### src/bvap_pkg.sv
package bvap_pkg;

  localparam int unsigned MvW       = 16;
  localparam int unsigned PctW      = 7;
  localparam int unsigned RawW      = 10;
  localparam int unsigned ResW      = 20;
  localparam int unsigned RatioW    = ResW + 1;
  localparam int unsigned DivNumW   = MvW + RatioW;
  localparam int unsigned DivDenW   = ResW;
  localparam int unsigned DivCntW   = $clog2(DivNumW + 1);
  localparam int unsigned AdcProdW  = RawW + MvW;
  localparam int unsigned PctProdW  = MvW + 7;

  localparam logic [RawW:0]     AdcMaxCode = (RawW + 1)'(1023);
  localparam logic [MvW-1:0]    MvLimit    = MvW'(65535);
  localparam logic [PctW-1:0]   PctFull    = PctW'(100);
  localparam logic [RatioW-1:0] PctScale   = RatioW'(100);

  localparam int unsigned CfgAddrW  = 3;
  localparam int unsigned CfgDataW  = ResW;

  localparam logic [CfgAddrW-1:0] CfgEnabled = 3'd0;
  localparam logic [CfgAddrW-1:0] CfgVref    = 3'd1;
  localparam logic [CfgAddrW-1:0] CfgDivTop  = 3'd2;
  localparam logic [CfgAddrW-1:0] CfgDivBot  = 3'd3;
  localparam logic [CfgAddrW-1:0] CfgEmpty   = 3'd4;
  localparam logic [CfgAddrW-1:0] CfgFull    = 3'd5;

  typedef struct packed {
    logic               start;
    logic [DivCntW-1:0] iters;
    logic [DivNumW-1:0] num;
    logic [DivDenW-1:0] den;
  } div_req_t;

  typedef struct packed {
    logic               done;
    logic [DivNumW-1:0] quo;
  } div_rsp_t;

endpackage

### src/battery_voltage_average_percent_unit.sv
// Battery gauge: each item is one 10-bit ADC sample, scaled to millivolts through vref and
// the resistor divider (saturating at 65535 mV), pushed into a ring of the last
// WINDOW_SAMPLES readings, and answered with the floor mean of the filled entries plus a
// 0..100 charge percent between empty_mv and full_mv. The divisions by the divider bottom,
// the filled count and the threshold span run on one shared bit-serial divider (one
// quotient bit a cycle), the division by 1023 is folded combinationally with shifts and
// adds, and all products use one shared 16x21 multiplier; the window sum walks the sample
// RAM entry by entry, a read state and then an accumulate state for each. An item skips
// the percent division when the percent clamps, and skips the divider-ratio scaling when
// the divider bottom is zero; a disabled item is not stored and goes straight to the
// output with zeros. A result waits in S_OUT until the output register is free or
// out_ready_i is high. The block takes one item at a time; a finished result waits
// in the output register while the next item is accepted.
module battery_voltage_average_percent_unit import bvap_pkg::*; #(
  parameter int unsigned WINDOW_SAMPLES = 8
) (
  input  logic                clk_i,
  input  logic                rst_ni,
  input  logic                cfg_we_i,
  input  logic [CfgAddrW-1:0] cfg_addr_i,
  input  logic [CfgDataW-1:0] cfg_wdata_i,
  input  logic                in_valid_i,
  output logic                in_ready_o,
  input  logic [RawW-1:0]     raw_sample_i,
  output logic                out_valid_o,
  input  logic                out_ready_i,
  output logic [MvW-1:0]      battery_mv_o,
  output logic [PctW-1:0]     charge_percent_o
);

  localparam int unsigned IdxW   = (WINDOW_SAMPLES > 1) ? $clog2(WINDOW_SAMPLES) : 1;
  localparam int unsigned CntW   = $clog2(WINDOW_SAMPLES + 1);
  localparam int unsigned SumW   = MvW + $clog2(WINDOW_SAMPLES);
  localparam logic [IdxW-1:0] LastIdx = IdxW'(WINDOW_SAMPLES - 1);
  localparam logic [CntW-1:0] FullCnt = CntW'(WINDOW_SAMPLES);

  typedef enum logic [14:0] {
    S_IDLE     = 15'b000_0000_0000_0001,
    S_MUL_ADC  = 15'b000_0000_0000_0010,
    S_DIV_ADC  = 15'b000_0000_0000_0100,
    S_MUL_BAT  = 15'b000_0000_0000_1000,
    S_DIV_BAT  = 15'b000_0000_0001_0000,
    S_WAIT_BAT = 15'b000_0000_0010_0000,
    S_STORE    = 15'b000_0000_0100_0000,
    S_SUM_RD   = 15'b000_0000_1000_0000,
    S_SUM_ACC  = 15'b000_0001_0000_0000,
    S_DIV_MEAN = 15'b000_0010_0000_0000,
    S_WAIT_MEAN= 15'b000_0100_0000_0000,
    S_PCT      = 15'b000_1000_0000_0000,
    S_DIV_PCT  = 15'b001_0000_0000_0000,
    S_WAIT_PCT = 15'b010_0000_0000_0000,
    S_OUT      = 15'b100_0000_0000_0000
  } state_e;

  state_e state_q, state_d;

  logic            enabled_q;
  logic [MvW-1:0]  vref_q;
  logic [ResW-1:0] top_q;
  logic [ResW-1:0] bot_q;
  logic [MvW-1:0]  empty_q;
  logic [MvW-1:0]  full_q;

  logic [IdxW-1:0] widx_q, widx_d;
  logic            ring_full_q, ring_full_d;
  logic [IdxW-1:0] ridx_q, ridx_d;
  logic [CntW-1:0] count_q, count_d;
  logic [SumW-1:0] sum_q, sum_d;

  logic [RawW-1:0]    raw_q, raw_d;
  logic [MvW-1:0]     val_q, val_d;
  logic [PctW-1:0]    pct_q, pct_d;
  logic [DivNumW-1:0] prod_q, prod_d;
  logic [MvW-1:0]     mul_a;
  logic [RatioW-1:0]  mul_b;
  logic               mul_en;

  logic [MvW:0]    fold_y;
  logic [RawW:0]   fold_z;
  logic [MvW-1:0]  adc_mv;

  logic            out_valid_q, out_valid_d;
  logic [MvW-1:0]  out_mv_q, out_mv_d;
  logic [PctW-1:0] out_pct_q, out_pct_d;
  logic            out_free;

  logic            ram_we;
  logic [MvW-1:0]  ram_rdata;

  div_req_t div_req;
  div_rsp_t div_rsp;

  bvap_div u_div (
    .clk_i  (clk_i),
    .rst_ni (rst_ni),
    .req_i  (div_req),
    .rsp_o  (div_rsp)
  );

  bvap_ram #(
    .WIDTH (MvW),
    .DEPTH (WINDOW_SAMPLES)
  ) u_ring (
    .clk_i   (clk_i),
    .we_i    (ram_we),
    .waddr_i (widx_q),
    .wdata_i (val_q),
    .raddr_i (ridx_q),
    .rdata_o (ram_rdata)
  );

  always_ff @(posedge clk_i or negedge rst_ni) begin
    if (!rst_ni) begin
      enabled_q <= 1'b0;
      vref_q    <= MvW'(3300);
      top_q     <= ResW'(220);
      bot_q     <= ResW'(100);
      empty_q   <= MvW'(3300);
      full_q    <= MvW'(4200);
    end else if (cfg_we_i) begin
      unique case (cfg_addr_i)
        CfgEnabled: enabled_q <= cfg_wdata_i[0];
        CfgVref:    vref_q    <= cfg_wdata_i[MvW-1:0];
        CfgDivTop:  top_q     <= cfg_wdata_i;
        CfgDivBot:  bot_q     <= cfg_wdata_i;
        CfgEmpty:   empty_q   <= cfg_wdata_i[MvW-1:0];
        CfgFull:    full_q    <= cfg_wdata_i[MvW-1:0];
        default: ;
      endcase
    end
  end

  // shared multiplier operands
  always_comb begin
    mul_en = 1'b0;
    mul_a  = val_q;
    mul_b  = PctScale;
    unique case (state_q)
      S_MUL_ADC: begin
        mul_en = 1'b1;
        mul_a  = vref_q;
        mul_b  = RatioW'(raw_q);
      end
      S_MUL_BAT: begin
        mul_en = 1'b1;
        mul_b  = RatioW'(top_q) + RatioW'(bot_q);
      end
      S_PCT: begin
        mul_en = 1'b1;
        mul_a  = val_q - empty_q;
      end
      default: ;
    endcase
    prod_d = mul_en ? DivNumW'(mul_a) * DivNumW'(mul_b) : prod_q;
  end

  // divide by 1023: x = 1024*a + b = 1023*a + (a + b), folded twice
  always_comb begin
    fold_y = {1'b0, prod_q[AdcProdW-1:RawW]} + (MvW + 1)'(prod_q[RawW-1:0]);
    fold_z = (RawW + 1)'(fold_y[MvW:RawW]) + {1'b0, fold_y[RawW-1:0]};
    adc_mv = prod_q[AdcProdW-1:RawW] + MvW'(fold_y[MvW:RawW])
           + MvW'(fold_z >= AdcMaxCode);
  end

  // shared divider request, dividend left-aligned to its bit count
  always_comb begin
    div_req.start = 1'b0;
    div_req.iters = DivCntW'(DivNumW);
    div_req.num   = prod_q;
    div_req.den   = bot_q;
    unique case (state_q)
      S_DIV_BAT: begin
        div_req.start = 1'b1;
      end
      S_DIV_MEAN: begin
        div_req.start = 1'b1;
        div_req.iters = DivCntW'(SumW);
        div_req.num   = DivNumW'(sum_q) << (DivNumW - SumW);
        div_req.den   = DivDenW'(count_q);
      end
      S_DIV_PCT: begin
        div_req.start = 1'b1;
        div_req.iters = DivCntW'(PctProdW);
        div_req.num   = DivNumW'(prod_q[PctProdW-1:0]) << (DivNumW - PctProdW);
        div_req.den   = DivDenW'(full_q - empty_q);
      end
      default: ;
    endcase
  end

  assign out_free   = !out_valid_q || out_ready_i;
  assign in_ready_o = (state_q == S_IDLE);

  always_comb begin
    state_d     = state_q;
    raw_d       = raw_q;
    val_d       = val_q;
    pct_d       = pct_q;
    widx_d      = widx_q;
    ring_full_d = ring_full_q;
    ridx_d      = ridx_q;
    count_d     = count_q;
    sum_d       = sum_q;
    ram_we      = 1'b0;
    out_valid_d = out_valid_q && !out_ready_i;
    out_mv_d    = out_mv_q;
    out_pct_d   = out_pct_q;
    unique case (state_q)
      S_IDLE: begin
        if (in_valid_i) begin
          raw_d = raw_sample_i;
          if (enabled_q) begin
            state_d = S_MUL_ADC;
          end else begin
            val_d   = '0;
            pct_d   = '0;
            state_d = S_OUT;
          end
        end
      end
      S_MUL_ADC: state_d = S_DIV_ADC;
      S_DIV_ADC: begin
        if (bot_q == '0) begin
          val_d   = MvLimit;
          state_d = S_STORE;
        end else begin
          val_d   = adc_mv;
          state_d = S_MUL_BAT;
        end
      end
      S_MUL_BAT: state_d = S_DIV_BAT;
      S_DIV_BAT: state_d = S_WAIT_BAT;
      S_WAIT_BAT: begin
        if (div_rsp.done) begin
          val_d   = (|div_rsp.quo[DivNumW-1:MvW]) ? MvLimit : div_rsp.quo[MvW-1:0];
          state_d = S_STORE;
        end
      end
      S_STORE: begin
        ram_we = 1'b1;
        ridx_d = '0;
        sum_d  = '0;
        if (widx_q == LastIdx) begin
          widx_d      = '0;
          ring_full_d = 1'b1;
          count_d     = FullCnt;
        end else begin
          widx_d  = widx_q + IdxW'(1);
          count_d = ring_full_q ? FullCnt : CntW'(widx_q) + CntW'(1);
        end
        state_d = S_SUM_RD;
      end
      S_SUM_RD: state_d = S_SUM_ACC;
      S_SUM_ACC: begin
        sum_d = sum_q + SumW'(ram_rdata);
        if (CntW'(ridx_q) + CntW'(1) == count_q) begin
          state_d = S_DIV_MEAN;
        end else begin
          ridx_d  = ridx_q + IdxW'(1);
          state_d = S_SUM_RD;
        end
      end
      S_DIV_MEAN: state_d = S_WAIT_MEAN;
      S_WAIT_MEAN: begin
        if (div_rsp.done) begin
          val_d   = div_rsp.quo[MvW-1:0];
          state_d = S_PCT;
        end
      end
      S_PCT: begin
        if (val_q <= empty_q) begin
          pct_d   = '0;
          state_d = S_OUT;
        end else if (val_q >= full_q) begin
          pct_d   = PctFull;
          state_d = S_OUT;
        end else begin
          state_d = S_DIV_PCT;
        end
      end
      S_DIV_PCT: state_d = S_WAIT_PCT;
      S_WAIT_PCT: begin
        if (div_rsp.done) begin
          pct_d   = div_rsp.quo[PctW-1:0];
          state_d = S_OUT;
        end
      end
      S_OUT: begin
        if (out_free) begin
          out_valid_d = 1'b1;
          out_mv_d    = val_q;
          out_pct_d   = pct_q;
          state_d     = S_IDLE;
        end
      end
      default: state_d = S_IDLE;
    endcase
  end

  always_ff @(posedge clk_i or negedge rst_ni) begin
    if (!rst_ni) begin
      state_q     <= S_IDLE;
      widx_q      <= '0;
      ring_full_q <= 1'b0;
      out_valid_q <= 1'b0;
    end else begin
      state_q     <= state_d;
      widx_q      <= widx_d;
      ring_full_q <= ring_full_d;
      out_valid_q <= out_valid_d;
    end
  end

  always_ff @(posedge clk_i) begin
    raw_q     <= raw_d;
    val_q     <= val_d;
    pct_q     <= pct_d;
    prod_q    <= prod_d;
    ridx_q    <= ridx_d;
    count_q   <= count_d;
    sum_q     <= sum_d;
    out_mv_q  <= out_mv_d;
    out_pct_q <= out_pct_d;
  end

  assign out_valid_o      = out_valid_q;
  assign battery_mv_o     = out_mv_q;
  assign charge_percent_o = out_pct_q;

endmodule

### src/bvap_ram.sv
module bvap_ram #(
  parameter int unsigned WIDTH = 16,
  parameter int unsigned DEPTH = 8
) (
  input  logic                                      clk_i,
  input  logic                                      we_i,
  input  logic [((DEPTH > 1) ? $clog2(DEPTH) : 1)-1:0] waddr_i,
  input  logic [WIDTH-1:0]                          wdata_i,
  input  logic [((DEPTH > 1) ? $clog2(DEPTH) : 1)-1:0] raddr_i,
  output logic [WIDTH-1:0]                          rdata_o
);

  logic [WIDTH-1:0] mem_q [DEPTH];
  logic [WIDTH-1:0] rdata_q;

  always_ff @(posedge clk_i) begin
    if (we_i) begin
      mem_q[waddr_i] <= wdata_i;
    end
    rdata_q <= mem_q[raddr_i];
  end

  assign rdata_o = rdata_q;

endmodule

### src/bvap_div.sv
module bvap_div import bvap_pkg::*; (
  input  logic     clk_i,
  input  logic     rst_ni,
  input  div_req_t req_i,
  output div_rsp_t rsp_o
);

  logic [DivCntW-1:0] cnt_q, cnt_d;
  logic               done_q, done_d;
  logic [DivNumW-1:0] quo_q, quo_d;
  logic [DivDenW-1:0] rem_q, rem_d;
  logic [DivDenW-1:0] den_q, den_d;
  logic [DivDenW:0]   trial;
  logic [DivDenW:0]   diff;
  logic               ge;

  always_comb begin
    trial = {rem_q, quo_q[DivNumW-1]};
    ge    = trial >= {1'b0, den_q};
    diff  = trial - {1'b0, den_q};
    cnt_d  = cnt_q;
    done_d = 1'b0;
    quo_d  = quo_q;
    rem_d  = rem_q;
    den_d  = den_q;
    if (req_i.start) begin
      cnt_d = req_i.iters;
      quo_d = req_i.num;
      rem_d = '0;
      den_d = req_i.den;
    end else if (cnt_q != '0) begin
      // one quotient bit per cycle
      cnt_d  = cnt_q - DivCntW'(1);
      done_d = (cnt_q == DivCntW'(1));
      rem_d  = ge ? diff[DivDenW-1:0] : trial[DivDenW-1:0];
      quo_d  = {quo_q[DivNumW-2:0], ge};
    end
  end

  always_ff @(posedge clk_i or negedge rst_ni) begin
    if (!rst_ni) begin
      cnt_q  <= '0;
      done_q <= 1'b0;
    end else begin
      cnt_q  <= cnt_d;
      done_q <= done_d;
    end
  end

  always_ff @(posedge clk_i) begin
    quo_q <= quo_d;
    rem_q <= rem_d;
    den_q <= den_d;
  end

  assign rsp_o.done = done_q;
  assign rsp_o.quo  = quo_q;

endmodule
### config.mk
export PLATFORM = sky130hd
export DESIGN_NAME = battery_voltage_average_percent_unit
export DESIGN_NICKNAME = d
export VERILOG_FILES = /design/src/bvap_pkg.sv /design/src/battery_voltage_average_percent_unit.sv /design/src/bvap_ram.sv /design/src/bvap_div.sv
export SDC_FILE = /design/constraint.sdc
export NUM_CORES = 2
export LEC_CHECK = 0
export ABC_AREA = 0
export BUFFER_PORTS_ARGS = -buffer_cell sky130_fd_sc_hd__buf_2
export CAP_MARGIN = 10
export CORE_MARGIN = 1
export CORE_UTILIZATION = 47
export CTS_CLUSTER_SIZE = 40
export DETAILED_ROUTE_END_ITERATION = 8
export PLACE_DENSITY = 0.62
export SLEW_MARGIN = 20
export SYNTH_ARGS = -nofsm -noshare
export SYNTH_HDL_FRONTEND = slang
export SYNTH_SLANG_ARGS = --single-unit
export TNS_END_PERCENT = 20
### constraint.sdc
create_clock -name clk_i -period 11.2 [get_ports clk_i]
set_clock_uncertainty 0.1 [all_clocks]
set_input_delay 2.24 -clock clk_i [delete_from_list [all_inputs] [get_ports clk_i]]
set_output_delay 2.24 -clock clk_i [all_outputs]
set_load 0.05 [all_outputs]
== After elaboration in Yosys (flattened, before gate mapping) ==
Memories as Yosys holds them, arrays and structs flattened. A register that Yosys moved wholly into a read port is not among the register bits.
Index checks and enable logic that the tools add are counted.

* Register bits: 312
* Bits in writable memories: 128
* Bits of input ports: 38
* Output and inout port bits: 25
* Logic and storage cells: 148
* Memories kept: 1

{| class="wikitable"
|+ Memory list
! memory !! words !! width !! rd ports !! clocked after memory_dff !! write ports !! line !! RTL
|-
| u_ring.mem_q || 8 || 16 || 1 || 1 || 1 || bvap_ram.sv:13 || <nowiki>logic [WIDTH-1:0] mem_q [DEPTH];</nowiki>
|}

* Add/subtract/negate cells: 14
* Multiply operators: 1
* Order comparisons: 4
* Equality and inequality tests: 31
* Multiplexer cells: 45
* Reduce and logical (&&, ||, !) cells: 28

{| class="wikitable"
|+ Operator list
! operator !! number
|-
| 15-bit case mux with 15 select lines || 1
|-
| 63-bit case mux with 2 select lines || 1
|-
| 15-bit 2-to-1 mux || 8
|-
| 16-bit 2-to-1 mux || 6
|-
| 37-bit 2-to-1 mux || 2
|-
| 16-bit case mux with 4 select lines || 1
|-
| 7-bit 2-to-1 mux || 6
|-
| 21-bit case mux with 2 select lines || 1
|-
| 19-bit case mux with 2 select lines || 1
|-
| 16-bit by 21-bit multiplier with 37-bit output || 1
|-
| 16-bit case mux with 2 select lines || 1
|-
| 20-bit by 20-bit adder with 21-bit output || 1
|-
| 21-bit by 20-bit greater-or-equal comparator with 1-bit output || 1
|-
| 7-bit case mux with 3 select lines || 1
|-
| 21-bit OR reduction || 1
|-
| 20-bit logical NOT || 1
|-
| 20-bit 2-to-1 mux || 1
|-
| 2-bit AND reduction || 10
|-
| 20-bit subtractor || 1
|-
| 19-bit by 16-bit adder with 19-bit output || 1
|-
| 16-bit by 10-bit adder with 17-bit output || 1
|-
| 16-bit by 16-bit subtractor with 17-bit output || 1
|-
| 16-bit by 1-bit adder with 16-bit output || 1
|-
| 16-bit by 7-bit adder with 16-bit output || 1
|-
| 47 further kinds || 72
|}

== Logic depth before layout (Yosys ltp) ==
* Depth in word-level cells: 6
* Gate-level depth with buffers: 38
* Depth with buffers taken out: 37

== Hierarchy ==
A second synthesis with hierarchy kept.

* Cell total of the unflattened synthesis: 3262
* Area total of the unflattened synthesis: 34864.7 µm²

{| class="wikitable"
|+ By module, submodules not included
! module !! times used !! cells an instance !! area each (µm²) !! sequential area each (µm²)
|-
| battery_voltage_average_percent_unit || 1 || 2625 || 24957.7 || 6332.3
|-
| bvap_ram || 1 || 214 || 5293.8 || 4164.0
|-
| bvap_div || 1 || 423 || 4613.2 || 2287.2
|}

== Worst setup path after synthesis ==
No wires, ideal clock.

* Path type: flip-flop to flip-flop
* Start: register bot_q[2]
* End: register prod_q[36] (data pin)
* Arrival: 8.219 ns
* Data required time: 10.840 ns
* Path slack: 2.621 ns
* Stages on the path, launching flop included: 37
* Period minus slack after synthesis: 8.579 ns
* Cell sequence: dfstp_2 ha_1 nor2b_1 o21a_1 o21ai_2 a21oi_1 o41a_1 a31oi_1 a21oi_1 a31oi_1 xnor2_1 and2_1 buf_2 nand2_1 fa_1 inv_1 fa_1 inv_1 fa_1 inv_1 fa_1 fa_1 inv_1 fa_1 inv_1 ha_1 a21o_1 a221oi_2 nand4_1 o21ai_1 o31ai_1 nand3_1 nand3_1 or4_1 a31o_2 a21oi_1 xnor2_1

* Cells in the longest elaborated chain, start to end: 3

{| class="wikitable"
|+ Ends and longest elaborated chain
! element !! line !! RTL
|-
| start: declaration || battery_voltage_average_percent_unit.sv:60 || <nowiki>logic [ResW-1:0] bot_q;</nowiki>
|-
| start signal: assignment || battery_voltage_average_percent_unit.sv:117 || <nowiki>bot_q <= ResW'(100);</nowiki>
|-
| start signal: assignment || battery_voltage_average_percent_unit.sv:125 || <nowiki>CfgDivBot: bot_q <= cfg_wdata_i;</nowiki>
|-
| 20-bit by 20-bit adder with 21-bit output || battery_voltage_average_percent_unit.sv:146 || <nowiki>mul_b = RatioW'(top_q) + RatioW'(bot_q);</nowiki>
|-
| 21-bit case mux with 2 select lines || battery_voltage_average_percent_unit.sv:138 || <nowiki>unique case (state_q)</nowiki>
|-
| 16-bit by 21-bit multiplier with 37-bit output || battery_voltage_average_percent_unit.sv:154 || <nowiki>prod_d = mul_en ? DivNumW'(mul_a) * DivNumW'(mul_b) : prod_q;</nowiki>
|-
| end signal: assignment || battery_voltage_average_percent_unit.sv:318 || <nowiki>prod_q <= prod_d;</nowiki>
|-
| end: declaration || battery_voltage_average_percent_unit.sv:73 || <nowiki>logic [DivNumW-1:0] prod_q, prod_d;</nowiki>
|}

Every way passes these cells.
A chain may end at the register's enable or synchronous reset.

== Final worst setup path ==
* Start: register bot_q[0]
* End: register prod_q[36] (data pin)

The elaborated chain is that of the path after synthesis.

==> results.md <==
* Outcome: complete, no violations
* Pwr/cell area at roughly 280 mW/mm2
* Via count at around 25000
* Die width at 272 um
* Buf/Inv on CP at 6
* Drt first-iter violations at 2430
* Core outline area at 0.07185 mm2
* Critical Path Most Common Cell: fa_1
* Hold depth at 0
* Layout cell share with drive strength beyond 1 at between 10% and 20%
* Number of synthesized flops with an enable pin at 304
* DIE HEIGHT at between 200 and 300 um
* Type of origin of the critical path: flip-flop
* Slew at the pin closest to its max-slew limit at about 1.1 ns
* Die area at 0.07398 mm2
* Drt first pass iters at 6
* Routed wire length at a little under 100000 um
* Cell count of the worst reg-to-reg path at 36
* # placed instances at 4188
* Clock buffer depth at 3
* Crit path time final at 10.11 ns
* Worst hold path type: reg2reg
* Max-slew headroom at the worst pin at 24.31%
* CP max FO at 14
* Layout Utilization at ~52%
* Detailed placement HPWL at 74740 um
* Wire per inst at 23.16 um
* Hold EP: charge_percent_o[2]
* Post-Syn Area at 0.03426 mm2
* Largest stage delay on the critical path at approximately 0.74 ns
* Peak supply drop at around 0.43 mV
* Post-Layout Cell Count at roughly 4300
* Hold Path Origin: pct_q[2]
* Worst path slowest cell: and2_1
* Antenna Cells at 0
* Crit share post-route at 90.27%
* CTS Buf Count at 51
* Setup Buffers After CTS at 0
* CP Capture Type: flip-flop
* Worst-Skew Late Latency at 0.64 ns
* Via-per-instance ratio at 5.773
* # port buffers at 62
* Most common cell after layout, fill and taps aside: inv_1
* Largest net degree at the start of global routing at 60
* WP depth at 36
* Syn nets at 3795
* Clock Sinks at 456
* Max-cap viol count at 0
* Reg-to-reg slack, setup at 1.09 ns
* Post-route ant nets at 0
* Clock transition at path regs at approximately 0.06 ns
* Final Hold Violating Endpoints at 0
* CTS tree: yes
* Synth async-reset ratio at 25.44%
* Initial antenna violation count at 3
* Max Clk Rate at 98.90 MHz
* Post-layout nets at 3844
* CTS Hold Buffers Added at 0
* Setup Crit Path Kind: reg2reg
* Rows at 98
* Final setup fails at 0
* Synth warn at 0
* Leak at 16.29 nW
* Seq/Total Area, Yosys at about 37%
* Number of global-route vias before repair at approximately 26000
* Post-CTS sizing at 0
* GRT Total Usage at 27.36%
* Total power at 10.55 mW
* First-pass GRT wire length at 153800 um
* Io pins at 63
* Yosys reg bits at 456
* Grt ovf at 0
* Syn_area_per_cell at 10.57 um2
* Root Driver: clkbuf_16
* GPL Wtd Cong at 0.9693
* Synth unique cells at 94
* Post-Synthesis Cells at 3242
* Area grow syn2layout at 9.104%
* Ys flop type: edfxtp_1
* Worst R2R End: prod_q[36]
* R2r startpoint: bot_q[0]
* Max Slew Vio Count at 0
* Fillers at between 6000 and 7000
* Most frequent cells in the layout: 432 x inv_1, 390 x nand2_1, 304 x edfxtp_1, 273 x fa_1, 242 x ha_1
* RSZ-0062 raised after global routing: false
* DRC violations left at 0
* Initial Utilization at a little under half
* Worst path required time at 11.41 ns
* CP Data Arrival Time at 10.32 ns
* H-tree levels at 2
* Sum Neg Setup Slack at 0 ns
* Crit path max-delay family: adder cells
synth_stat cells (39+ instances only):
cell        n  area [um2]
inv_1     432        1622
nand2_1   391        1468
edfxtp_1  304        9129
fa_1      273        5465
ha_1      242        3028
nor2_1    185       694.4
a21oi_1   152       760.7
o21ai_0   116       580.6
dfrtp_1    91        2277
mux2_2     89        1002
xnor2_1    89       779.5
and2_1     70       437.9
nand3_1    52       260.3
a21o_1     51       382.9
clkbuf_1   51       191.4
buf_2      50       250.2
nor3_1     44       220.2
xor2_1     39       341.6
cells by family after synthesis:
group / Yosys count / synth area share, %
and+or+nand+nor: 935 / 12.97
buffers and inverters: 551 / 6.427
AOI/OAI and AO/OA: 530 / 10.02
adders and majority gates: 515 / 24.79
DFF: 456 / 37.31
xor gates and xnor gates: 128 / 3.272
muxes: 127 / 5.204
flip-flops by register name (all words and copies together) (netlist names), 19 cells and up:
register and count:
u_ring.mem_q 128, prod_q 37, u_div.quo_q 37, bot_q 20, top_q 20, u_div.den_q 20
u_div.rem_q 20, sum_q 19
worst max-delay path by stage:
stage / startpoint / to / slack (ns)
after floorplan: bot_q[2] / prod_q[36] / 2.62
after global placement: bot_q[0] / prod_q[36] / 1.29
after detailed placement: bot_q[1] / prod_q[36] / 1.13
after CTS: bot_q[1] / prod_q[36] / 1.04
after global routing: bot_q[1] / prod_q[36] / 0.58
final: bot_q[0] / prod_q[36] / 1.09
per-stage QoR:
step	setup WS, ns	hold WS [ns]	area (um2)
finish	1.089	0.2827	37380
floorplan	2.621	0.3003	34260
CTS	1.042	0.2745	37370
global placement	1.291	0.3013	35690
global route	0.5774	0.2829	37380
detailed placement	1.135	0.3056	35700
per-layer routing:
layer / GRT usage [%] / share of wire (%) / routed length, um / vias up
met5: 0 / 0.011 / 11 / -
met4: 9.033 / 3.3 / 3311 / 2
met3: 3.694 / 6.4 / 6365 / 202
met2: 44.80 / 47 / 46360 / 934
met1: 37.56 / 44 / 43160 / 12470
li1: - / - / - / 11130
where the power goes:
group / internal (mW) / switching (mW) / leakage (nW)
Clock: 0.947 / 0.710 / 0.795
Sequential: 2.40 / 0.343 / 4.54
Combinational: 2.35 / 3.79 / 11.0
Total: 5.71 / 4.84 / 16.3
layout make-up:
type / count / area [um2] / share of cell area, %
Multi-Input combinational cell: 2235 / 19410 / 51.93
Sequential cell: 456 / 12780 / 34.20
Inverter: 433 / 1625 / 4.348
Clock buffer: 80 / 1455 / 3.893
Tap cell: 950 / 1189 / 3.180
Timing Repair Buffer: 114 / 703.2 / 1.881
Clock inverter: 16 / 215.2 / 0.5757
Power figures use the tool's default switching activity.
